## src/hw/rtl/cau_div.sv

```systemverilog
`timescale 1ns / 1ps
`default_nettype none
// ----------------------------------------------------------------------------
// cau_div
// Pipelined restoring divider, one quotient bit per stage. Divides
// magnitude * 2^FRAC_BITS by den, truncates toward zero, applies the sign
// and saturates to the signed data range.
// ----------------------------------------------------------------------------
module cau_div #(
	parameter int DATA_WIDTH = 16,
	parameter int FRAC_BITS  = 8,
	parameter int DEPTH      = 18
) (
	input  logic                         clk,
	input  logic [2*DATA_WIDTH-1:0]      mag,
	input  logic                         neg,
	input  logic [2*DATA_WIDTH-1:0]      den,
	output logic signed [DATA_WIDTH-1:0] quo,
	output logic                         sat
);
	localparam int W    = DATA_WIDTH;
	localparam int NW   = 2 * W + FRAC_BITS;
	localparam int HW   = NW - W - 1;
	localparam int CMPW = (HW > 2 * W) ? HW : 2 * W;
	localparam logic [W-1:0] MAXV = {1'b0, {(W-1){1'b1}}};
	localparam logic [W-1:0] MINV = {1'b1, {(W-1){1'b0}}};

	logic [2*W-1:0] rem_s [DEPTH];
	logic [2*W-1:0] den_s [DEPTH];
	logic [W:0]     lo_s  [DEPTH];
	logic [W:0]     q_s   [DEPTH];
	logic           ovf_s [DEPTH];
	logic           neg_s [DEPTH];

	logic [NW-1:0]   dfull;
	logic [CMPW-1:0] hi_ext;
	logic [CMPW-1:0] den_ext;

	assign dfull   = NW'(mag) << FRAC_BITS;
	assign hi_ext  = CMPW'(dfull[NW-1:W+1]);
	assign den_ext = CMPW'(den);

	// stage 0: load the remainder and flag a quotient too large for W+1 bits
	always_ff @(posedge clk) begin
		rem_s[0] <= hi_ext[2*W-1:0];
		den_s[0] <= den;
		lo_s[0]  <= dfull[W:0];
		q_s[0]   <= '0;
		ovf_s[0] <= (hi_ext >= den_ext);
		neg_s[0] <= neg;
	end

	for (genvar j = 1; j < DEPTH; j++) begin : g_stage
		if (j <= W + 1) begin : g_step
			logic [2*W:0] trial;
			logic [2*W:0] diff;
			assign trial = {rem_s[j-1], lo_s[j-1][W]};
			assign diff  = trial - {1'b0, den_s[j-1]};
			always_ff @(posedge clk) begin
				if (trial >= {1'b0, den_s[j-1]}) begin
					rem_s[j] <= diff[2*W-1:0];
					q_s[j]   <= {q_s[j-1][W-1:0], 1'b1};
				end else begin
					rem_s[j] <= trial[2*W-1:0];
					q_s[j]   <= {q_s[j-1][W-1:0], 1'b0};
				end
				lo_s[j]  <= {lo_s[j-1][W-1:0], 1'b0};
				den_s[j] <= den_s[j-1];
				ovf_s[j] <= ovf_s[j-1];
				neg_s[j] <= neg_s[j-1];
			end
		end else begin : g_pass
			always_ff @(posedge clk) begin
				rem_s[j] <= rem_s[j-1];
				q_s[j]   <= q_s[j-1];
				lo_s[j]  <= lo_s[j-1];
				den_s[j] <= den_s[j-1];
				ovf_s[j] <= ovf_s[j-1];
				neg_s[j] <= neg_s[j-1];
			end
		end
	end

	logic [W:0]   q;
	logic [W-1:0] qn;
	assign q  = q_s[DEPTH-1];
	assign qn = '0 - q[W-1:0];

	always_comb begin
		if (ovf_s[DEPTH-1]) begin
			sat = 1'b1;
			quo = neg_s[DEPTH-1] ? MINV : MAXV;
		end else if (!neg_s[DEPTH-1]) begin
			sat = q[W] | q[W-1];
			quo = sat ? MAXV : q[W-1:0];
		end else begin
			sat = q[W] | (q[W-1] & (|q[W-2:0]));
			quo = sat ? MINV : qn;
		end
	end

endmodule
`default_nettype wire

```

## config.mk

```make
export PLATFORM = sky130hd
export DESIGN_NAME = cau_div
export DESIGN_NICKNAME = d
export VERILOG_FILES = /design/src/hw/rtl/cau_div.sv
export SDC_FILE = /design/constraint.sdc
export NUM_CORES = 2
export LEC_CHECK = 0
export BUFFER_PORTS_ARGS = -buffer_cell sky130_fd_sc_hd__buf_2
export CORE_ASPECT_RATIO = 1.2
export CORE_UTILIZATION = 50
export DETAILED_ROUTE_END_ITERATION = 6
export PLACE_DENSITY = 0.66
export SYNTH_ARGS = -nofsm -noshare
export SYNTH_HDL_FRONTEND = slang
export SYNTH_SLANG_ARGS = --single-unit
```

## constraint.sdc

```tcl
create_clock -name clk -period 8.2 [get_ports clk]
set_input_delay 0.41 -clock clk [delete_from_list [all_inputs] [get_ports clk]]
set_output_delay 0.41 -clock clk [all_outputs]
set_load 0.1 [all_outputs]
```

---- After elaboration in Yosys (flattened, before gate mapping) ----
Memory sizes are Yosys's and may differ from the RTL's.
Index checks and enable logic that the tools add are counted.
word-level totals
  input port bits ......................... 66
  memories kept ........................... 6
  memory bits (writable) .................. 1782
  word-level logic and storage cells ...... 172
  output and inout port bits .............. 17
  register bits after elaboration ......... 0
memory list
  memory  words  bits a word  rd ports  clocked after Yosys merged registers in  wr ports  RTL line  RTL
  den_s   18     32           17        0                                        18        29        logic [2*W-1:0] den_s [DEPTH];
  rem_s   18     32           17        0                                        18        28        logic [2*W-1:0] rem_s [DEPTH];
  q_s     18     17           18        0                                        18        31        logic [W:0] q_s [DEPTH];
  lo_s    18     16           17        0                                        18        30        logic [W:0] lo_s [DEPTH];
  neg_s   18     1            18        0                                        18        33        logic neg_s [DEPTH];
  ovf_s   18     1            18        0                                        18        32        logic ovf_s [DEPTH];
cells by class
  $lt $le $gt $ge ......................... 18
  add/subtract/negate cells ............... 18
  reductions and logical operators ........ 1
  multiplexer cells ....................... 92
  bitwise logic cells ..................... 37
operator list
  cell                                                                 number
  33-bit by 32-bit >= comparator with 1-bit output                     17
  32-bit two-way mux                                                   17
  32-bit subtractor                                                    17
  17-bit two-way mux                                                   17
  16-bit two-way mux                                                   5
  1-bit two-way mux                                                    53
  1-bit bitwise OR                                                     36
  23-bit by 32-bit >= comparator with 1-bit output                     1
  1-bit by 16-bit subtractor with 16-bit output, first input constant  1
  15-bit OR reduction                                                  1
  1-bit AND                                                            1

---- Logic depth before layout (Yosys ltp) ----
An unclocked memory read counts as a cell.
  depth after elaboration ................. 7
  mapped depth ............................ 15
  depth with buffers taken out ............ 13

---- Least setup slack after synthesis ----
OpenSTA, ideal clock, no wires.
  path type ............................... register to output
  start ................................... mem q_s[17][1] (netlist bit)
  end ..................................... out quo[15]
  cell stages (with the launch flop) ...... 10
  path slack .............................. 3656 ps
  buffers on the path ..................... 0
  data arrival time ....................... 4134 ps
  data required time ...................... 7790 ps
  cells stage by stage .................... dfxtp_1 or3_1 or3_1 or3_4 or3_4 or3_4 or3_4 nor3_2 xor2_1 a31oi_1
RTL lines
  item         RTL line  RTL
  from (decl)  31
  to (decl)    18        output logic signed [DATA_WIDTH-1:0] quo,

==> out/qor.yml <==
layout:
  nets: 7357
  n_fill_cell: 10700
  syn2layout_area_growth_pct: 12.4
  finalNonFillerCells: 8462
  drive_above_1_share_pct: 9.48
  final_common_cell: "dfxtp_1"
  layout_common_cells: "dfxtp_1 (1313), inv_1 (703), ha_1 (559)"
routing:
  drc: 0
  drt_iter0_drc: 2398
  avgRoutedWirePerCell_um: 17.7
  drtPass1Iterations: 5
  vias: 45700
  antenna_left: 0
  drt-total-wl_um: 150000
  detail_route.vias_per_cell: 5.40
pwr:
  p_leak_nw: 32.2
  finalPower_mw: 26.8
  p_per_area_mw_per_mm2: 390
  ir_drop_mv: 0.256
grt:
  grt.total_usage_pct: 24.0
  antenna_found_initial: 2
  overflow: 0
  grt_max_degree: 62
  grt_pass1_vias: 45400
  grt_pass1_wl_um: 236000
timing:
  setup_tns_ns: 0
  final_hold_viol_count: 0
  worst_pin_slew_ns: 1.17
  fmax_ghz: 0.212
  drv_slew: 0
  finalSetupViolCount: 0
  clock_skew_ns: 0.0362
  relSlewSlack_pct: 21.2
  finalCritPeriodShare_pct: 57.4
  rsz0062_at_grt: "no"
  layout_min_cycle_time_ns: 4.71
critical_path:
  crit_buf_inv: 2
  critPathTopFamily: "simple AND/OR/NAND/NOR gates"
  slowest_delay_ns: 0.44
  critPathSlowestCell: "buf_2"
  crit_path_end_kind: "primary output"
  arrival_ns: 4.30
  cp_common_cell: "nand2_1"
  cp.required_ns: 7.79
  crit_chain: "inv_1 > ha_1 > nor3b_1 > and3_1 > nand2_1 > nor3_1 > nand2_1 > o21ai_0 > nand2_1 > o21ai_0 > o21ai_0 > nand2_1 > buf_2"
  critPathKind: "register to primary output"
  startpoint_type: "register"
  cp_max_fo: 12
synth:
  ys.flop_type: "dfxtp_1"
  syn-cell-area_mm2: 0.0612
  ys_warn_count: 0
  synth_top_area_share_pct: 42.9
  synth_area_leader_cell: "dfxtp_1"
  ys_types: 91
  synth_edf_count: 0
  ys_async_sr_fraction_pct: 0
  ys_ff_latch: 1313
  avgSynthCellArea_um2: 9.33
  synth_cells: 6560
  synth_area_leaders: "dfxtp_1 (43%), ha_1 (11%), a21oi_1 (4.5%)"
  syn-num-nets: 7201
  ys_seq_area_share_pct: 42.9
cts:
  cts_max_path_buffers: 3
  cts_buffers: 136
  path_clk_slew_ns: 0.06
  cts_tree: "built"
  htreeDepth: 4
  cts_resized: 0
  root_buffer: "clkbuf_16"
  clkLatencyLatePin_ns: 0.80
  clock-sinks: 1313
floorplanning:
  io_pins: 83
  die_w_um: 321
  die_area_mm2: 0.124
  core_mm2: 0.121
  start_util_pct: 50.4
  die_y_um: 385
  num_rows: 140
worst_hold_path:
  hold_path.class: "primary input to register"
status:
  outcome: "complete, no violations"
flow_run:
  maxCapViolCount: 0
placed_design:
  gp_congestion: 0.969
  port_buffers: 82
  hpwlAfterDp_um: 119000
  dp.cells: 8146
## per-stage QoR
step	cell area, µm²	hold slack (ns)	util (%)	setup slack, ns
global placement	63300	0.310	52.1	3.88
floorplan	61200	0.310	-	3.66
global route	68800	0.216	56.7	3.10
CTS	68800	0.195	56.7	3.46
finish	68800	0.247	56.7	3.49
detailed placement	63300	0.312	52.1	3.84
## path summary, 6_finish.rpt
kind                                    from      endpoint  slack, ns  cells after the start
worst min register to register   lo_s[5][14]   lo_s[6][15]       0.32                      0
worst max-delay path              q_s[17][1]        quo[8]       3.49                     13
worst max register to register  den_s[10][3]  rem_s[5][40]       3.81                     12
worst min-delay path                  mag[8]   lo_s[0][15]       0.25                      2
## what timing repair did
action / CTS / global route
setup buffers: 0 / 0
endpoints found under the hold margin: 65 / 0
hold buffers: 65 / 0
## synthesized netlist by cell type, drive strengths merged, types with 70 or more instances
cell type,instances
dfxtp,1313
xor2,157
o21a,72
o21ai,413
nand3,104
ha,559
a21oi,547
xnor2,265
nand4,70
nor2,358
mux2,245
clkbuf,116
nor2b,99
inv,703
nand2,417
a21o,253
nand2b,72
## power breakdown
group	total, mW	internal [mW]	leakage, nW	switching, mW
clock	6.45	3.75	2.33	2.69
sequential	8.75	7.84	11.0	0.910
combinational	11.7	5.08	18.8	6.57
total	26.8	16.7	32.2	10.2
## per-layer routing
layer,track usage [%],vias up,share of wire (%)
met5,0,-,0.0087
met4,13.0,2,5.2
met3,3.17,368,2.7
met2,47.6,831,55
met1,23.9,21500,37
li1,-,23000,-
## worst reg2reg max path, cell delays in order, from the launching register on
cell and delay [ns]:
dfxtp_1 0.33, inv_1 0.04, ha_1 0.36, nand2_1 0.25, o21bai_1 0.31, a2111o_1 0.50
a21oi_2 0.27, o211ai_1 0.26, o41ai_2 0.31, o21ai_1 0.09, nor4bb_1 0.17, or3_2 0.89
mux2_4 0.50
## kinds of logic (layout without fill, tap and decap cells)
kind of cell	after synthesis	after routing	share of synthesized area (%)
fa+ha+maj	575	575	11.9
buf+inv	854	1120	5.34
flops	1313	1313	42.9
other cells	0	3	0
compound gates	1742	1742	17.8
mux	265	265	4.99
simple gates	1389	1389	10.9
xor+xnor	422	422	6.04
## area by class of cell
class                   count  area (µm²)  share of cell area (%)
well taps                1633        2040                    2.97
flip-flops and latches   1313       26300                    38.2
multi-input cells        4393       31700                    46.2
clock buffers             179        3790                    5.52
repair buffers            168        1220                    1.77
inverters                 704        2640                    3.84
diodes                      3        7.51                  0.0109
clock inverters            69        1040                    1.52
## flip-flops by register name (all words and copies together), names as in the netlist
name   count
den_s    544
q_s      153
ovf_s     18
neg_s     18
lo_s      45
rem_s    535
No activity file was read; power rests on OpenSTA's default activity.
