`src/hw/rtl/cau_pkg.sv`:
```
`timescale 1ns / 1ps
`default_nettype none
// ----------------------------------------------------------------------------
// cau_pkg
// Shared types and constants of the complex arithmetic unit: function and
// status codes, angle accumulator format and the arctangent table.
// ----------------------------------------------------------------------------
package cau_pkg;

	typedef enum logic [2:0] {
		FUNC_ADD = 3'd0,
		FUNC_SUB = 3'd1,
		FUNC_MUL = 3'd2,
		FUNC_DIV = 3'd3,
		FUNC_EQ  = 3'd4,
		FUNC_REQ = 3'd5,
		FUNC_MAG = 3'd6,
		FUNC_ANG = 3'd7
	} cau_func_t;

	typedef enum logic [1:0] {
		ST_OK   = 2'd0,
		ST_SAT  = 2'd1,
		ST_DIVZ = 2'd2
	} cau_status_t;

	// angle accumulator: degrees scaled by 2^16
	localparam int ZW          = 26;
	localparam int ANG_SCALE   = 16;
	localparam int ANGLE_SHIFT = 10;
	localparam logic signed [ZW-1:0] DEG_90    = 26'sd5898240;
	localparam logic signed [ZW-1:0] ANG_ROUND = 26'sd512;

	function automatic logic signed [ZW-1:0] cau_atan(input logic [4:0] idx);
		logic signed [ZW-1:0] v;
		case (idx)
			5'd0:    v = 26'sd2949120;
			5'd1:    v = 26'sd1740967;
			5'd2:    v = 26'sd919879;
			5'd3:    v = 26'sd466945;
			5'd4:    v = 26'sd234379;
			5'd5:    v = 26'sd117304;
			5'd6:    v = 26'sd58666;
			5'd7:    v = 26'sd29335;
			5'd8:    v = 26'sd14668;
			5'd9:    v = 26'sd7334;
			5'd10:   v = 26'sd3667;
			5'd11:   v = 26'sd1833;
			5'd12:   v = 26'sd917;
			5'd13:   v = 26'sd458;
			5'd14:   v = 26'sd229;
			5'd15:   v = 26'sd115;
			5'd16:   v = 26'sd57;
			5'd17:   v = 26'sd29;
			5'd18:   v = 26'sd14;
			5'd19:   v = 26'sd7;
			5'd20:   v = 26'sd4;
			5'd21:   v = 26'sd2;
			5'd22:   v = 26'sd1;
			default: v = 26'sd0;
		endcase
		return v;
	endfunction

endpackage
`default_nettype wire

```
`src/hw/rtl/cau_cordic.sv`:
```
`timescale 1ns / 1ps
`default_nettype none
// ----------------------------------------------------------------------------
// cau_cordic
// Pipelined CORDIC in vectoring mode: a quadrant fold stage, then one
// micro-rotation per stage. Gives the angle of (re, im) in degrees * 2^16.
// ----------------------------------------------------------------------------
module cau_cordic #(
	parameter int DATA_WIDTH = 16,
	parameter int STEPS      = 16,
	parameter int DEPTH      = 18
) (
	input  logic                            clk,
	input  logic signed [DATA_WIDTH-1:0]    re,
	input  logic signed [DATA_WIDTH-1:0]    im,
	output logic signed [cau_pkg::ZW-1:0]   z,
	output logic                            zero
);
	import cau_pkg::*;

	localparam int CW = DATA_WIDTH + ANG_SCALE + 3;

	logic signed [CW-1:0] x_s    [DEPTH];
	logic signed [CW-1:0] y_s    [DEPTH];
	logic signed [ZW-1:0] z_s    [DEPTH];
	logic                 zero_s [DEPTH];

	logic signed [CW-1:0] xi;
	logic signed [CW-1:0] yi;
	assign xi = CW'(re) <<< ANG_SCALE;
	assign yi = CW'(im) <<< ANG_SCALE;

	// fold into the right half plane
	always_ff @(posedge clk) begin
		if (re < 0) begin
			if (im >= 0) begin
				x_s[0] <= yi;
				y_s[0] <= -xi;
				z_s[0] <= DEG_90;
			end else begin
				x_s[0] <= -yi;
				y_s[0] <= xi;
				z_s[0] <= -DEG_90;
			end
		end else begin
			x_s[0] <= xi;
			y_s[0] <= yi;
			z_s[0] <= '0;
		end
		zero_s[0] <= (re == 0) && (im == 0);
	end

	for (genvar j = 1; j < DEPTH; j++) begin : g_stage
		if (j <= STEPS) begin : g_step
			logic signed [CW-1:0] xs;
			logic signed [CW-1:0] ys;
			logic signed [ZW-1:0] at;
			assign xs = x_s[j-1] >>> (j - 1);
			assign ys = y_s[j-1] >>> (j - 1);
			assign at = cau_atan(5'(j - 1));
			always_ff @(posedge clk) begin
				if (y_s[j-1] >= 0) begin
					x_s[j] <= x_s[j-1] + ys;
					y_s[j] <= y_s[j-1] - xs;
					z_s[j] <= z_s[j-1] + at;
				end else begin
					x_s[j] <= x_s[j-1] - ys;
					y_s[j] <= y_s[j-1] + xs;
					z_s[j] <= z_s[j-1] - at;
				end
				zero_s[j] <= zero_s[j-1];
			end
		end else begin : g_pass
			always_ff @(posedge clk) begin
				x_s[j]    <= x_s[j-1];
				y_s[j]    <= y_s[j-1];
				z_s[j]    <= z_s[j-1];
				zero_s[j] <= zero_s[j-1];
			end
		end
	end

	assign z    = z_s[DEPTH-1];
	assign zero = zero_s[DEPTH-1];

endmodule
`default_nettype wire

```
`config.mk`:
```
export PLATFORM = sky130hd
export DESIGN_NAME = cau_cordic
export DESIGN_NICKNAME = d
export VERILOG_FILES = /design/src/hw/rtl/cau_pkg.sv /design/src/hw/rtl/cau_cordic.sv
export SDC_FILE = /design/constraint.sdc
export NUM_CORES = 2
export LEC_CHECK = 0
export BUFFER_PORTS_ARGS = -buffer_cell sky130_fd_sc_hd__buf_2
export CORE_UTILIZATION = 35
export CTS_BUF_LIST = sky130_fd_sc_hd__clkbuf_8 sky130_fd_sc_hd__clkbuf_16
export DETAILED_ROUTE_END_ITERATION = 6
export PLACE_DENSITY = 0.49
export SLEW_MARGIN = 10
export SYNTH_ARGS = -nofsm -noshare
export SYNTH_HDL_FRONTEND = slang
export SYNTH_SLANG_ARGS = --single-unit
```
`constraint.sdc`:
```
create_clock -name clk -period 4.99 [get_ports clk]
set_clock_uncertainty 0.1 [all_clocks]
set_input_delay 0.2495 -clock clk [delete_from_list [all_inputs] [get_ports clk]]
set_output_delay 0.2495 -clock clk [all_outputs]
set_load 0.005 [all_outputs]
```
After elaboration in Yosys (flattened, before gate mapping)
Memory sizes are Yosys's and may differ from the RTL's.
Cells that the tools add are included.
Widths: inputs -> output; s select.
- output and inout bits: 27
- bits in registers: 0
- RAM bits: 1746
- word-level logic and storage cells: 285
- input bits: 33
- memories: 4
- multiplexer cells: 109
- reduce and logical (&&, ||, !) cells: 3
- bitwise operators: 54
- add/sub/neg operators: 97
- magnitude comparators: 18
- memory list (name ; depth ; bits a word ; read ports ; clocked after Yosys merged registers in ; wr ports ; line ; RTL):
    x_s ; 18 ; 35 ; 17 ; 0 ; 18 ; cau_cordic.sv:23 ; logic signed [CW-1:0] x_s [DEPTH];
    y_s ; 18 ; 35 ; 17 ; 0 ; 18 ; cau_cordic.sv:24 ; logic signed [CW-1:0] y_s [DEPTH];
    z_s ; 18 ; 26 ; 18 ; 0 ; 18 ; cau_cordic.sv:25 ; logic signed [ZW-1:0] z_s [DEPTH];
    zero_s ; 18 ; 1 ; 18 ; 0 ; 18 ; cau_cordic.sv:26 ; logic zero_s [DEPTH];
- operator list (operator ; number):
    $mux 35 ; 36
    $ge 35x1->1 const B ; 16
    $mux 26 ; 18
    $add 35x20->35 ; 2
    $add 35x21->35 ; 2
    $add 35x22->35 ; 2
    $add 35x23->35 ; 2
    $add 35x24->35 ; 2
    $add 35x25->35 ; 2
    $add 35x26->35 ; 2
    $add 35x27->35 ; 2
    $add 35x28->35 ; 2
    $add 35x29->35 ; 2
    $add 35x30->35 ; 2
    $add 35x31->35 ; 2
    $add 35x32->35 ; 2
    $add 35x33->35 ; 2
    $add 35x34->35 ; 2
    $neg 32->35 ; 2
    $sub 35x20->35 ; 2
    $sub 35x21->35 ; 2
    $sub 35x22->35 ; 2
    $sub 35x23->35 ; 2
    $sub 35x24->35 ; 2
    other kinds (50) ; 169

Longest topological paths before layout
- depth in word-level cells: 6
- gate-level depth with buffers: 23
- gate-level depth less buffers: 22

Least setup slack after synthesis
No wires, ideal clock.
- path kind: register to register
- start: mem x_s[3][48] (netlist bit)
- end: mem y_s[4][34] (netlist bit)
- period minus slack after synthesis: 4.756 ns
- path slack: 0.234 ns
- required time: 4.818 ns
- setup time: 0.072 ns
- cell stages (with the launch flop): 17
- data arrival time: 4.584 ns
- buffers on the path: 0
- cell sequence: dfxtp_1 > or4_1 > or3_1 > or4_1 > nand2_1 > xor2_1 > ha_1 > a21o_1 > a21oi_1 > o21ai_0 > or4b_2 > a311o_1 > a41oi_1 > o21ai_0 > a221o_1 > a21oi_1 > xnor2_1
- RTL lines (what ; line):
    start, declared ; cau_cordic.sv:23
    end, declared ; cau_cordic.sv:24

==> summary.md <==
| Metric | Value |
|---|---|
| Outcome | finished, final reports clean |
| Max Cap Violations | 0 |
| Fillers | 26800 |
| Clk buf depth | 4 |
| CP Capture Type | register |
| Final WL | roughly 260000 um |
| # rows | 190 |
| Max FO, Critical Path | 5 |
| Pin count of the biggest net entering global routing | 68 |
| # IOs | 60 |
| Compound-cell area share of the yosys netlist | 0.217 |
| Dpl ws | -0.170 ns |
| CTS clk-pin slew, worst paths | 0.06 ns |
| DR vias/cell | 5.25 |
| Port Buffers | 58 |
| Initial antenna violation count | 10 |
| Cell count after synthesis | ~11000 |
| WHS | about 0.16 ns |
| Adder-cell share of the synthesized area | 0.170 |
| Slew Limit Fails | 0 |
| Final Cell Area | 108000 um^2 |
| Final hold violations | 0 |
| Post-synth EDFFs | between 40 and 50 |
| Synthesized area per cell | 8.62 um^2 |
| Die area | approximately 270000 um^2 |
| Inserted Clock Buffers | about 170 |
| Area after DPL | just over 100000 um^2 |
| Leading register cell type out of synthesis | dfxtp_1 |
| Yosys top cell by area | dfxtp_1 |
| Die Y | roughly 520 um |
| Netlist Area Pre-Place | 94200 um^2 |
| Layout net count | about 13000 |
| Critical path data arrival time | approximately 5.5 ns |
| Max Clk Rate | slightly above 200 MHz |
| GRT overflow | 0 |
| GPL Wtd Cong | 0.897 |
| First-pass GRT wire length | just over 400000 um |
| Vias | 79800 |
| Initial drt markers | 4041 |
| Area Growth Syn to Fin | 15.0% |
| Async S/R FF share, synth | 0 |
| Actual slew at the worst max-slew pin | between 1 and 1.5 ns |
| Period utilization | 0.980 |
| Simple-gate share of the synthesized area | 0.155 |
| Synth top area share | 0.266 |
| Sequential area share after synthesis | 0.279 |
| Critical Path Start Type | register |
| Synth Area in XOR/XNOR | 0.149 |
| H-tree levels | 4 |
| Initial cell density of the core | 0.352 |
| DRC | 0 |
| Post-route ant nets | 0 |
| Worst hold path class | reg -> reg |
| Flops & latches, synth | 1293 |
| Layout cells sized above 1 | 0.0835 |
| RSZ-0062 raised after global routing | yes |
| Root buffer cell | clkbuf_16 |
| Number of library cell types mapped by synthesis | 85 |
| Multiplexer share of the synthesized area | 0.00385 |
| DPL Wire Length | 214000 um |
| Synth area leaders | dfxtp_1, ha_1, xnor2_1 |
| Synthesis Warnings | 0 |
| Worst EP required | about 5.6 ns |
| Routed len/inst | between 15 and 20 um |
| Critical path class | reg -> reg |
| Worst slew margin | 0.185 |
| Crit path time final | around 4.9 ns |
| Setup Viol. Count Final | 0 |
| Pre-antenna DRT Iters | 5 |
| Sink Count | around 1300 |
| Fin util | 0.405 |
| Number of global-route vias before repair | between 70000 and 80000 |
| Core area | between 200000 and 300000 um^2 |
| Post-layout worst setup margin | 0.0975 ns |
| Die W | 521 um |
| Gr usage total | 0.186 |
| Clock Latency Late Sink | 0.86 ns |
| TritonCTS clock tree | done |
| Main combinational cell family by area after synthesis | compound AO/OA/AOI/OAI gates |
-- stage by stage --
step                setup TNS (ns)  std cells
finish                           0      15200
global route                -0.126      15200
CTS                              0      15200
detailed placement          -0.752      14800
global placement            -0.470      14800
floorplan                        0      11000
-- cell type report --
type | count | area, um^2 | area share
diodes | 6 | 15.0 | 0.000139
clock buffers | 209 | 4810 | 0.0444
clock inverters | 90 | 910 | 0.00839
inverters | 438 | 1640 | 0.0152
multi-input cells | 9132 | 66800 | 0.616
flip-flops and latches | 1293 | 26300 | 0.243
well taps | 3552 | 4440 | 0.0410
repair buffers | 462 | 3500 | 0.0323
-- kinds of logic after synthesis --
logic type | after synthesis
compound gates | 3151
xor+xnor | 1606
fa+ha+maj | 1260
buf+inv | 619
flops | 1293
mux | 36
other cells | 2
simple gates | 2959
-- timing repair --
action                                 CTS  global route
hold buffers                            52             0
pin swaps                                1            31
setup buffers                            0             3
resized for setup                       11           196
endpoints found under the hold margin   40             0
setup endpoints to repair               11           108
-- state kept, by name (all words and copies together) (netlist names) --
signal,count
zero_s,18
x_s,430
z_s,398
y_s,447
-- cell usage after synthesis, types with 16 or more instances --
master / number
a2111oi_0: 37
buf_4: 26
or2_2: 62
a31oi_1: 104
and3_1: 86
nand2_1: 661
dfxtp_1: 1252
a211o_1: 25
a41oi_1: 18
xnor2_1: 1021
a31o_2: 37
nand3_1: 208
o2111ai_1: 24
nand4_1: 68
nor4_1: 80
clkbuf_1: 139
a221oi_1: 28
nor2b_1: 139
fa_1: 32
o31a_1: 21
ha_1: 1228
nand2b_1: 170
o21a_1: 163
nor3b_1: 19
o41ai_1: 97
inv_1: 436
or3_1: 179
and2_1: 62
o211ai_1: 67
a211oi_1: 88
a21o_1: 421
o21bai_1: 133
edfxtp_1: 41
or4_1: 98
nor3_1: 245
o21ai_0: 628
o31ai_1: 211
a21oi_1: 860
xor2_1: 585
nor2_1: 809
and4_1: 19
mux2i_1: 34
a21boi_0: 28
a311oi_1: 16
nand3b_1: 19
-- critical path, cell delays in order, from the launching register on --
cell      delay, ns
dfxtp_1        0.32
nor3_2         0.21
nand2_1        0.10
or3_4          0.36
or3_4          0.35
or4_1          0.43
or3_4          0.37
or3_4          0.39
or4_4          0.46
nand2_2        0.10
buf_4          0.12
o21ba_2        0.12
ha_1           0.22
and3_4         0.22
nand2_1        0.07
o41ai_1        0.45
buf_4          0.20
a221oi_2       0.05
xnor2_1        0.14
-- final timing paths --
| path | slack (ns) | end | depth (start not counted) | startpoint |
|---|---|---|---|---|
| setup / recovery | 0.1 | y_s[4][68]$_DFF_P_ | 18 | x_s[4][10]$_DFF_P_ |
| hold / removal | 0.16 | zero_s[5]$_DFF_P_ | 0 | zero_s[4]$_DFF_P_ |
| setup reg to reg | 0.1 | y_s[4][68]$_DFF_P_ | 18 | x_s[4][10]$_DFF_P_ |
| hold reg to reg | 0.16 | zero_s[5]$_DFF_P_ | 0 | zero_s[4]$_DFF_P_ |
-- per-layer routing --
metal	up-vias	track usage	part of all wire
met5	-	0	0
met4	0	0.0442	0.024
met3	330	0.0210	0.036
met2	1194	0.315	0.46
met1	37500	0.252	0.48
li1	40800	-	-
-- placed cells by master, fill, tap and decap left out, types with 172 or more instances in the layout --
cell type / count
a21o_1: 421
a21oi_1: 842
buf_4: 348
clkbuf_16: 172
dfxtp_1: 1240
ha_1: 1218
inv_1: 460
nand2_1: 658
nand3_1: 207
nor2_1: 806
nor3_1: 238
o21ai_0: 589
o31ai_1: 199
xnor2_1: 1021
xor2_1: 583
Power is left out: the tool's default activity adds up to more than one toggle a clock period on the data nets, which glitch-free logic cannot reach.
