$ cat config.mk
export PLATFORM = sky130hd
export DESIGN_NAME = cau_sqrt
export DESIGN_NICKNAME = d
export VERILOG_FILES = /design/src/hw/rtl/cau_sqrt.sv
export SDC_FILE = /design/constraint.sdc
export NUM_CORES = 1
export LEC_CHECK = 0
export BUFFER_PORTS_ARGS = -buffer_cell sky130_fd_sc_hd__buf_2
export CAP_MARGIN = 40
export CORE_MARGIN = 4
export CORE_UTILIZATION = 40
export CTS_BUF_LIST = sky130_fd_sc_hd__clkbuf_4
export CTS_CLUSTER_DIAMETER = 30
export CTS_CLUSTER_SIZE = 14
export DETAILED_ROUTE_END_ITERATION = 12
export SYNTH_ARGS = -nofsm -noshare
export SYNTH_HDL_FRONTEND = slang
export SYNTH_SLANG_ARGS = --single-unit
$ cat constraint.sdc
create_clock -name clk -period 3.35 [get_ports clk]
set_input_delay 0.67 -clock clk [delete_from_list [all_inputs] [get_ports clk]]
set_output_delay 0.67 -clock clk [all_outputs]
set_load 0.005 [all_outputs]
$ cat src/hw/rtl/cau_sqrt.sv
`timescale 1ns / 1ps
`default_nettype none
// ----------------------------------------------------------------------------
// cau_sqrt
// Pipelined digit-by-digit integer square root, one root bit per stage.
// Gives the floor of the square root of a 2*DATA_WIDTH bit value.
// ----------------------------------------------------------------------------
module cau_sqrt #(
	parameter int DATA_WIDTH = 16,
	parameter int DEPTH      = 18
) (
	input  logic                    clk,
	input  logic [2*DATA_WIDTH-1:0] s,
	output logic [DATA_WIDTH-1:0]   root
);
	localparam int W = DATA_WIDTH;

	logic [W+1:0]   rem_s  [DEPTH];
	logic [W-1:0]   root_s [DEPTH];
	logic [2*W-1:0] sh_s   [DEPTH];

	for (genvar j = 0; j < DEPTH; j++) begin : g_stage
		logic [W+1:0]   rem_p;
		logic [W-1:0]   root_p;
		logic [2*W-1:0] sh_p;
		if (j == 0) begin : g_first
			assign rem_p  = '0;
			assign root_p = '0;
			assign sh_p   = s;
		end else begin : g_next
			assign rem_p  = rem_s[j-1];
			assign root_p = root_s[j-1];
			assign sh_p   = sh_s[j-1];
		end
		if (j < W) begin : g_step
			logic [W+3:0] t;
			logic [W+3:0] trial;
			logic [W+3:0] diff;
			assign t     = {rem_p, sh_p[2*W-1 -: 2]};
			assign trial = (W+4)'({root_p, 2'b01});
			assign diff  = t - trial;
			always_ff @(posedge clk) begin
				if (t >= trial) begin
					rem_s[j]  <= diff[W+1:0];
					root_s[j] <= {root_p[W-2:0], 1'b1};
				end else begin
					rem_s[j]  <= t[W+1:0];
					root_s[j] <= {root_p[W-2:0], 1'b0};
				end
				sh_s[j] <= sh_p << 2;
			end
		end else begin : g_pass
			always_ff @(posedge clk) begin
				rem_s[j]  <= rem_p;
				root_s[j] <= root_p;
				sh_s[j]   <= sh_p;
			end
		end
	end

	assign root = root_s[DEPTH-1];

endmodule
`default_nettype wire

# Yosys cells after proc, flatten, opt, wreduce, memory -nomap -nowiden
# Memory sizes are Yosys's and may differ from the RTL's.
# Index checks and enable logic that the tools add are counted.
[op_classes] n_addsub=16 magnitude_cmp=16 muxes=80 bitwise=32
[ops] cell=">= comparator 20 x 18 -> 1 bit" count=15
[ops] cell="2-to-1 mux 18 bit" count=16
[ops] cell="subtractor 18 bit" count=15
[ops] cell="2-to-1 mux 16 bit" count=16
[ops] cell="2-to-1 mux 1 bit" count=48
[ops] cell="bitwise OR 1 bit" count=32
[ops] cell="subtractor 2 x 1 -> 3 bit (second input constant)" count=1
[ops] cell=">= comparator 2 x 1 -> 1 bit (second input constant)" count=1
[totals] register_bits=0 ramBits=1188 input_bits=33 out_inout_bits=16 word_cells=147 mem_count=3
[memory_table] memory="sh_s" words=18 word_bits=32 rd=17 rd_ports_with_merged_regs=0 write_ports=18 line_no="20" text="logic [2*W-1:0] sh_s [DEPTH];"
[memory_table] memory="rem_s" words=18 word_bits=18 rd=17 rd_ports_with_merged_regs=0 write_ports=18 line_no="18" text="logic [W+1:0] rem_s [DEPTH];"
[memory_table] memory="root_s" words=18 word_bits=16 rd=18 rd_ports_with_merged_regs=0 write_ports=18 line_no="19" text="logic [W-1:0] root_s [DEPTH];"

# Logic depth before layout (Yosys ltp)
# Gate-level depths: netlist of run 1.
# An unclocked memory read counts as a cell.
[depth] ltp_word=5 ltp_mapped=12 mapped_depth_nobuf=10

# Worst setup path before layout of run 1
# OpenSTA, ideal clock, no wires.
[synth_timing] path_type="register -> register" from="memory root_s[10][9] in the netlist's numbering" to="memory rem_s[11][15] in the netlist's numbering" setup_time_ns=0.119 arrival_time_ns=2.199 required_ns=3.231 path_slack_ns=1.032 stages_incl_launch_ff=10 n_path_buf=1 synth_period_minus_slack_ns=2.318 path_cell_list="dfxtp_1 -> inv_1 -> ha_1 -> nand3_1 -> or3_1 -> o311a_1 -> o21ai_2 -> buf_2 -> nand4b_1 -> xnor2_1"
[synth_rtl] element="from (decl)" line_no="19"
[synth_rtl] element="to (decl)" line_no="18"

==> impl_metrics.csv, run 1 <==
group,metric,value,unit
final_layout,areaGrowthSynthToFinish,14.5,%
cts,ctsResizeCount,0,
cts,numCtsBuffers,112,
floorplan,core,57800,um2
final_layout,final_util,46.3,%
pwr,power_density,757,nW/um2
floorplan,io-pin-count,49,
final_layout,drive_gt1_share,13.0,%
timing,hold_viol,0,
placement,io_buffers,48,
logic_synthesis,syn_avg_cell_area,10.6,um2
cts,cts_sinks,658,
critical_path,crit_top_cell,"nor2_1",
logic_synthesis,async_flop_share,0,%
timing,tightest_slew,0.850,ns
cts,htree_num_levels,3,
grt,grt_pass1_vias,15300,
grt,grt_max_degree,30,
floorplan,start_util,40.4,%
hold_path,hold_path.class,"reg -> reg",
route,ant_nets,0,
timing,finalCritPeriodShare,83.9,%
critical_path,worst_ep_arrival_time,3.53,ns
critical_path,path_max_fanout,14,
route,drt_iter0_markers,877,
grt,gr-total-overflow,0,
cts,cts_tree,"done",
logic_synthesis,ys_types,82,
logic_synthesis,synth.area.top_cells,"dfxtp_1 56%, ha_1 8.2%, xnor2_1 3.6%, xor2_1 3.3%, a21oi_1 3.0%",
cts,clkSlewWorstSetupHoldPaths,0.10,ns
outcome,status,"completed",
critical_path,startpoint_type,"register",
logic_synthesis,ys.flop_type,"dfxtp_1",
cts,clock-root-buffer,"clkbuf_4",
route,routed_wl,43900,um
timing,fin_skew,0.0292,ns
route,wl_per_cell,13.6,um
cts,clk-insertion-delay-late,0.85,ns
critical_path,cp_num_buf_inv,3,
floorplan,fp.dieH,250,um
grt,grt_util_all_layers,14.0,%
logic_synthesis,synth_edf_count,0,
cts,clockBufferDepth,3,
route,viasPerCell,4.83,
critical_path,worstPathRequired,4.07,ns
logic_synthesis,yosys.area.top_type,"dfxtp_1",
critical_path,critical_path.cell_chain,"inv_1, ha_1, a211oi_1, nor2_1, o31ai_1, and4_1, clkinv_1, buf_4, nor2_1, a21oi_1",
floorplan,dieArea,62300,um2
critical_path,critPathCaptureType,"register",
pwr,vdd_ir_drop_max,0.403,mV
logic_synthesis,synth_top_area_share,56.4,%
timing,fmax,0.356,GHz
timing,finalSetupViolCount,0,
placement,gp_congestion,0.869,
floorplan,die_x,250,um
critical_path,max_stage_delay,0.38,ns
route,drt-pass1-iter-count,5,
logic_synthesis,ys_warn_count,0,
timing,max_slew_margin,43.0,%
critical_path,cp_top_family,"buffers and inverters",
logic_synthesis,synth_area,23400,um2
placement,dpl.hpwl,32300,um
grt,grt_pass1_wl,73600,um
critical_path,cpMaxStageDelayCell,"clkinv_1",
logic_synthesis,syn-num-nets,2385,
logic_synthesis,ys_ff_latch,658,
final_layout,nets,2564,
logic_synthesis,synthCells,2199,
logic_synthesis,synth_common_cells,"658 x dfxtp_1, 184 x inv_1, 153 x ha_1",
route,vias,15700,
timing,final.setup.tns,0,ns
timing,rsz0062_at_grt,"false",
logic_synthesis,yosysMostFrequentCell,"dfxtp_1",
grt,antenna_found_initial,1,
logic_synthesis,synth-seq-area-share,56.4,%
critical_path,crit_type,"reg -> reg",
timing,period_needed,2.81,ns
route,drc,0,
floorplan,fp-row-count,88,
run,cap_violations,0,
pwr,p_leak,12.4,nW
timing,drv_slew,0,
## logic make-up (layout without fill, tap and decap cells)
family                   after synthesis  in the layout  synth area share, %
AND/OR/NAND/NOR                      524            524                 11.6
multiplexers                          40             40                 1.90
flip-flops                           658            658                 56.4
XOR/XNOR                             184            184                 6.90
other                                  1              2               0.0161
buffers and inverters                217            495                 3.55
adder cells (fa/ha/maj)              153            153                 8.20
AO/OA/AOI/OAI                        422            422                 11.4
## routing by layer
layer	vias to the layer above	wire length [um]	track usage (%)	part of all wire (%)
li1	8037	-	-	-
met1	7155	20800	18.6	47
met2	383	19600	22.1	45
met3	76	2600	3.36	5.9
met4	0	950	5.39	2.2
met5	-	0	0	0
## final cells by class
class	count	area, um2
Fill cell	5420	31100
Sequential cell	658	13200
Multi-Input combinational cell	1324	9360
Clock inverter	93	968
Tap cell	765	957
Clock buffer	120	901
Inverter	186	698
Timing Repair Buffer	96	691
Antenna cell	1	2.50
## registers in the layout (all words and copies together), names as in the netlist
name    flops
rem_s     250
sh_s      240
root_s    168
## cell usage in the layout, fill, tap and decap left out, drive strengths merged, types with 35 or more instances in the layout
cell | netlist | final
buf | 11 | 63
xor2 | 88 | 88
o21ai | 96 | 96
dfxtp | 658 | 658
clkinv | 1 | 39
inv | 185 | 210
nor3 | 71 | 71
nand2 | 79 | 79
or3 | 35 | 35
a21oi | 139 | 139
xnor2 | 96 | 96
nor2 | 149 | 149
ha | 153 | 153
clkbuf | 20 | 120
## per-stage QoR
stage | setup WS, ns | cells | hold slack (ns) | power, mW | instance area, um2
2_1_floorplan | 1.03 | 2199 | 0.310 | 13.0 | 23400
3_3_place_gp | 0.608 | 2995 | 0.309 | 14.0 | 24500
3_5_place_dp | 0.575 | 2996 | 0.312 | 14.1 | 24500
4_1_cts | 0.566 | 3242 | 0.304 | 20.5 | 26700
5_1_grt | 0.327 | 3243 | 0.319 | 21.5 | 26700
6_report | 0.540 | 3243 | 0.318 | 20.2 | 26700
## repair_timing
action                                  4_1_cts  5_1_grt
endpoints found under the setup margin        0        0
endpoints found under the hold margin        33        0
buffers inserted                              0        0
hold buffers                                 33        0
## worst paths after layout
kind                                    start      endpoint  slack [ns]  depth (start not counted)
worst min register to register    sh_s[1][29]   sh_s[2][31]        0.32                          0
worst max-delay path            root_s[11][3]  rem_s[12][4]        0.54                         10
worst max register to register  root_s[11][3]  rem_s[12][4]        0.54                         10
worst min-delay path              sh_s[1][29]   sh_s[2][31]        0.32                          0
## power breakdown
group | internal [mW] | leakage [nW] | switching (mW)
Clock | 3.06 | 0.985 | 3.24
Sequential | 9.19 | 5.50 | 0.930
Combinational | 1.83 | 5.92 | 2.01
Note: power is estimated with default switching activity, not from simulation.
==> run 2, diff against run 1 <==
Settings changed: ABC_AREA from default to 1.
Clock period 3.35 ns to 2.4 ns, I/O delays scaled along.
==> impl_metrics.csv, run 2 <==
group,metric,value,unit
outcome,status,"completed",
timing,finalSetupViolCount,0,
cts,clkSlewWorstSetupHoldPaths,0.11,ns
timing,hold_viol,0,
final_layout,areaGrowthSynthToFinish,12.8,%
pwr,p_sw_share,35.7,%
critical_path,path_max_fanout,21,
route,vias,20500,
pwr,p_switching,11.3,mW
logic_synthesis,syn-num-nets,3494,
final_layout,largest_register_ff_count,250,
pwr,comb_power_share,27.0,%
timing,fin_skew,0.0700,ns
pwr,clkPwrFrac,27.7,%
placement,io_buffers,48,
cts,clk-insertion-delay-late,0.86,ns
final_layout,fillers,6606,
logic_synthesis,yosysMostFrequentCell,"nand2_1",
floorplan,die_x,267,um
logic_synthesis,synth_area,26800,um2
critical_path,crit_type,"reg -> reg",
hold_path,hold_path.class,"in -> reg",
cts,clock-root-buffer,"clkbuf_4",
cts,cts_tree,"done",
floorplan,start_util,40.5,%
floorplan,io-pin-count,49,
grt,grt_util_all_layers,16.5,%
critical_path,worstPathRequired,3.17,ns
final_layout,reg_top3,"rem_s: 250 flops, sh_s: 240 flops, root_s: 168 flops",
logic_synthesis,ys.flop_type,"dfxtp_1",
logic_synthesis,syn_avg_cell_area,8.10,um2
logic_synthesis,synth_edf_count,0,
logic_synthesis,synth.area.top_cells,"dfxtp_1 49%, nand2_1 13%, ha_1 7.1%, inv_1 6.5%, nor2_1 3.6%",
placement,dpl.hpwl,45800,um
final_layout,layout_commonest_cell,"nand2_1",
logic_synthesis,ys_ff_latch,658,
critical_path,critPathCaptureType,"register",
floorplan,fp-row-count,94,
cts,numCtsBuffers,111,
timing,fmax,0.454,GHz
logic_synthesis,async_flop_share,0,%
pwr,p_int,20.3,mW
timing,rsz0062_at_grt,"false",
placement,gp_congestion,0.905,
logic_synthesis,synthCells,3308,
final_layout,drive_gt1_share,12.2,%
cts,clockBufferDepth,3,
cts,cts_sinks,658,
cts,htree_num_levels,3,
timing,drv_slew,0,
timing,tightest_slew,0.592,ns
critical_path,startpoint_type,"register",
final_layout,mostFrequentLayoutCells,"909 x nand2_1, 658 x dfxtp_1, 461 x inv_1, 256 x nor2_1, 191 x nand3_1",
route,drt_iter0_markers,1070,
logic_synthesis,synth_top_area_share,49.2,%
route,drt-pass1-iter-count,5,
grt,gr-total-overflow,0,
pwr,vdd_ir_drop_max,0.603,mV
route,routed_wl,58500,um
route,ant_nets,0,
pwr,seqPwrFrac,45.4,%
final_layout,regMostFlops,"rem_s",
grt,grt_pass1_vias,19700,
final_layout,nets,3683,
timing,final.setup.tns,0,ns
route,wl_per_cell,13.1,um
timing,hold_ws,0.250,ns
floorplan,dieArea,71200,um2
route,drc,0,
run,cap_violations,0,
logic_synthesis,yosys.area.top_type,"dfxtp_1",
floorplan,core,66100,um2
logic_synthesis,synth_common_cells,"910 x nand2_1, 658 x dfxtp_1, 461 x inv_1",
timing,finalCritPeriodShare,91.8,%
critical_path,worst_ep_arrival_time,2.98,ns
logic_synthesis,synth-seq-area-share,49.2,%
grt,antenna_found_initial,2,
timing,period_needed,2.20,ns
pwr,p_leak,15.4,nW
logic_synthesis,ys_types,52,
floorplan,fp.dieH,267,um
route,viasPerCell,4.61,
logic_synthesis,ys_warn_count,0,
pwr,power_density,1050,nW/um2
grt,grt_max_degree,26,
final_layout,final_util,45.7,%
grt,grt_pass1_wl,96300,um
timing,max_slew_margin,60.3,%
[run 2: changes by cell type in the layout (fill, tap and decap cells not counted), moves of 38 or more]
| cell | before | now |
|---|---|---|
| inv_1 | 184 | 461 |
| nand2_1 | 79 | 909 |
| nand3_1 | 34 | 191 |
| nor2_1 | 148 | 256 |
| o21ai_2 | 1 | 39 |
| xnor2_1 | 96 | 48 |
[run 2: layout make-up]
type | instances | area (um2) | area share, %
sequential | 658 | 13200 | 43.6
multi-input combinational | 2141 | 11600 | 38.3
clock buffer | 117 | 878 | 2.90
inverter | 487 | 1840 | 6.09
clock inverter | 88 | 966 | 3.19
tap | 864 | 1080 | 3.58
timing repair buffer | 98 | 718 | 2.38
antenna | 1 | 2.50 | 0.00828
[run 2: stage by stage]
| stage | power, mW | instance area, um2 | cells | worst slack (ns) |
|---|---|---|---|---|
| 2_1_floorplan | 20.7 | 26800 | 3308 | 0.653 |
| 3_3_place_gp | 23.0 | 28000 | 4210 | 0.101 |
| 3_5_place_dp | 23.0 | 28000 | 4211 | 0.133 |
| 4_1_cts | 32.0 | 30200 | 4449 | 0.0874 |
| 5_1_grt | 34.1 | 30200 | 4454 | 0.00143 |
| 6_report | 31.6 | 30200 | 4454 | 0.197 |
[run 2: worst max-delay path: stages (launching register included)]
cell and delay, ns:
dfxtp_1 0.39, inv_1 0.06, ha_1 0.34, a21oi_1 0.31
a21oi_2 0.10, nor2_1 0.23, nand2_4 0.12, inv_2 0.38
nand2_1 0.13, o21ai_2 0.08
[run 2: power groups by stage]
stage               registers (mW)  logic, mW  clock network, mW
global placement              14.6       8.39                  0
finish                        14.4       8.54               8.75
global route                  14.6       9.82               9.64
detailed placement            14.6       8.42                  0
CTS                           14.4       8.51               9.14
floorplan                     14.0       6.64                  0
[run 2: final timing paths]
kind | slack [ns] | cells after the start | start | to
max | 0.20 | 9 | root_s[7][1] | rem_s[8][3]
min | 0.25 | 2 | s[18] | sh_s[0][20]
max reg2reg | 0.20 | 9 | root_s[7][1] | rem_s[8][3]
min reg2reg | 0.31 | 0 | root_s[12][9] | root_s[13][10]
[run 2: cells by family (layout without fill, tap and decap cells)]
family	after synthesis	count (layout)	synth area share, %
AO/OA/AOI/OAI	323	323	7.24
XOR/XNOR	104	104	3.40
adder cells (fa/ha/maj)	153	153	7.14
buffers and inverters	510	790	7.71
flip-flops	658	658	49.2
other	1	2	0.0140
AND/OR/NAND/NOR	1559	1560	25.4
[run 2: what timing repair did]
action / CTS / global route
hold buffers: 33 / 0
buffers inserted: 0 / 3
hold endpoints to repair: 33 / 0
resized for setup: 0 / 2
endpoints found under the setup margin: 0 / 15
[run 2: metal layers]
layer / part of all wire (%) / vias to the layer above / global-route usage [%]
met1: 46 / 9093 / 21.4
met3: 4.8 / 132 / 2.86
met2: 46 / 439 / 27.5
met4: 3.5 / 0 / 6.54
met5: 0 / - / 0
li1: - / 10900 / -
==> run 3, diff against run 2 <==
Settings changed: PLACE_DENSITY from default to 0.65.
==> impl_metrics.csv, run 3 (synthesized netlist as in run 2, its figures left out) <==
group,metric,value,unit
critical_path,worst_ep_arrival_time,2.95,ns
timing,finalSetupViolCount,0,
hold_path,hold_path.class,"in -> reg",
route,vias,20400,
critical_path,path_max_fanout,25,
route,drc,0,
pwr,p_leak,15.4,nW
grt,antenna_found_initial,1,
final_layout,nets,3679,
critical_path,max_stage_delay,0.36,ns
critical_path,cp_num_buf_inv,1,
timing,rsz0062_at_grt,"false",
grt,grt_max_degree,26,
route,routed_wl,57500,um
timing,final.setup.tns,0,ns
cts,htree_num_levels,3,
placement,dpl.hpwl,44900,um
final_layout,mostFrequentLayoutCells,"909 x nand2_1, 658 x dfxtp_1, 461 x inv_1, 256 x nor2_1, 191 x nand3_1",
cts,clk-insertion-delay-late,0.91,ns
timing,period_needed,2.16,ns
grt,grt_pass1_vias,19600,
cts,cts_tree,"done",
outcome,status,"completed",
route,ant_nets,0,
critical_path,worstPathRequired,3.19,ns
cts,cts_sinks,658,
timing,drv_slew,0,
timing,finalCritPeriodShare,89.9,%
cts,clkSlewWorstSetupHoldPaths,0.12,ns
route,viasPerCell,4.58,
final_layout,largest_register_ff_count,250,
floorplan,die_x,267,um
critical_path,cpMaxStageDelayCell,"nor2_8",
critical_path,cp_top_family,"simple AND/OR/NAND/NOR gates",
timing,hold_viol,0,
pwr,power_density,1060,nW/um2
grt,gr-total-overflow,0,
final_layout,reg_top3,"rem_s: 250 flops, sh_s: 240 flops, root_s: 168 flops",
critical_path,crit_top_cell,"nand2_1",
cts,clockBufferDepth,3,
final_layout,drive_gt1_share,12.1,%
floorplan,fp-row-count,94,
timing,fin_skew,0.0631,ns
cts,numCtsBuffers,112,
placement,io_buffers,48,
route,drt-pass1-iter-count,5,
final_layout,areaGrowthSynthToFinish,13.1,%
pwr,vdd_ir_drop_max,0.660,mV
placement,gp_congestion,0.906,
critical_path,startpoint_type,"register",
cts,cts_setup_buffers,0,
route,drt_iter0_markers,1001,
floorplan,dieArea,71200,um2
floorplan,core,66100,um2
final_layout,regMostFlops,"rem_s",
run,cap_violations,0,
timing,hold_ws,0.191,ns
route,wl_per_cell,12.9,um
grt,grt_util_all_layers,16.1,%
critical_path,critPathCaptureType,"register",
floorplan,fp.dieH,267,um
final_layout,layout_commonest_cell,"nand2_1",
timing,max_slew_margin,60.3,%
grt,grt_pass1_wl,94100,um
floorplan,start_util,40.5,%
timing,fmax,0.463,GHz
critical_path,crit_type,"reg -> reg",
floorplan,io-pin-count,49,
cts,clock-root-buffer,"clkbuf_4",
timing,tightest_slew,0.590,ns
critical_path,critical_path.cell_chain,"inv_1, ha_1, nand2_1, nand2_1, a21oi_1, nand2_1, nand2_2, nand2_4, nor2_8, nand2_1, o21ai_2",
==> run 3: changes by cell type in the layout (fill, tap and decap cells not counted) <==
cell,before,now
buf_4,15,12
inv_6,23,25
clkbuf_4,117,121
bufinv_16,14,16
clkinvlp_4,15,10
clkinv_4,9,11
clkinv_2,16,9
nor2_4,5,4
inv_8,5,11
clkinv_1,6,8
buf_8,1,0
inv_2,23,21
inv_4,3,4
==> run 3: final timing paths <==
kind	depth (start not counted)	endpoint	from	slack [ns]
worst min register to register	0	sh_s[1][24]	sh_s[0][22]	0.32
worst max-delay path	11	rem_s[14][4]	root_s[13][3]	0.24
worst min-delay path	2	sh_s[0][24]	s[22]	0.19
worst max register to register	11	rem_s[14][4]	root_s[13][3]	0.24
==> run 3: stage by stage <==
step	cell area, um2	cells	setup WS (ns)	total power, mW	util [%]
2_1_floorplan	26800	3308	0.653	20.7	-
3_3_place_gp	28000	4210	0.238	22.9	42.4
3_5_place_dp	28000	4210	0.212	23.0	42.4
4_1_cts	30300	4453	0.110	32.4	45.9
5_1_grt	30300	4454	0.0397	34.4	45.9
6_report	30300	4454	0.242	32.1	45.9
==> run 3: what timing repair did <==
action | in CTS | in global routing
gates resized for setup | 0 | 2
hold buffers | 33 | 0
hold endpoints to repair | 33 | 0
setup endpoints to repair | 0 | 10
==> run 3: metal layers <==
layer | GRT usage, % | routed length [um] | vias to the layer above
li1 | - | - | 10900
met1 | 20.3 | 26100 | 8982
met2 | 27.3 | 26900 | 403
met3 | 2.92 | 2440 | 148
met4 | 6.84 | 2150 | 0
met5 | 0 | 0 | -
==> run 3: cell type report <==
cell class	count	area [um2]
inverter	487	1840
fill	6603	35800
multi-input combinational	2140	11600
timing repair buffer	94	681
antenna	1	2.50
clock inverter	89	1060
clock buffer	121	908
tap	864	1080
sequential	658	13200
==> run 3: power breakdown <==
part           leakage, nW  internal, mW  switching [mW]
registers             5.50          12.9            1.49
clock network         1.06          4.58            4.69
logic                 8.89          3.13            5.24
total                 15.4          20.6            11.4
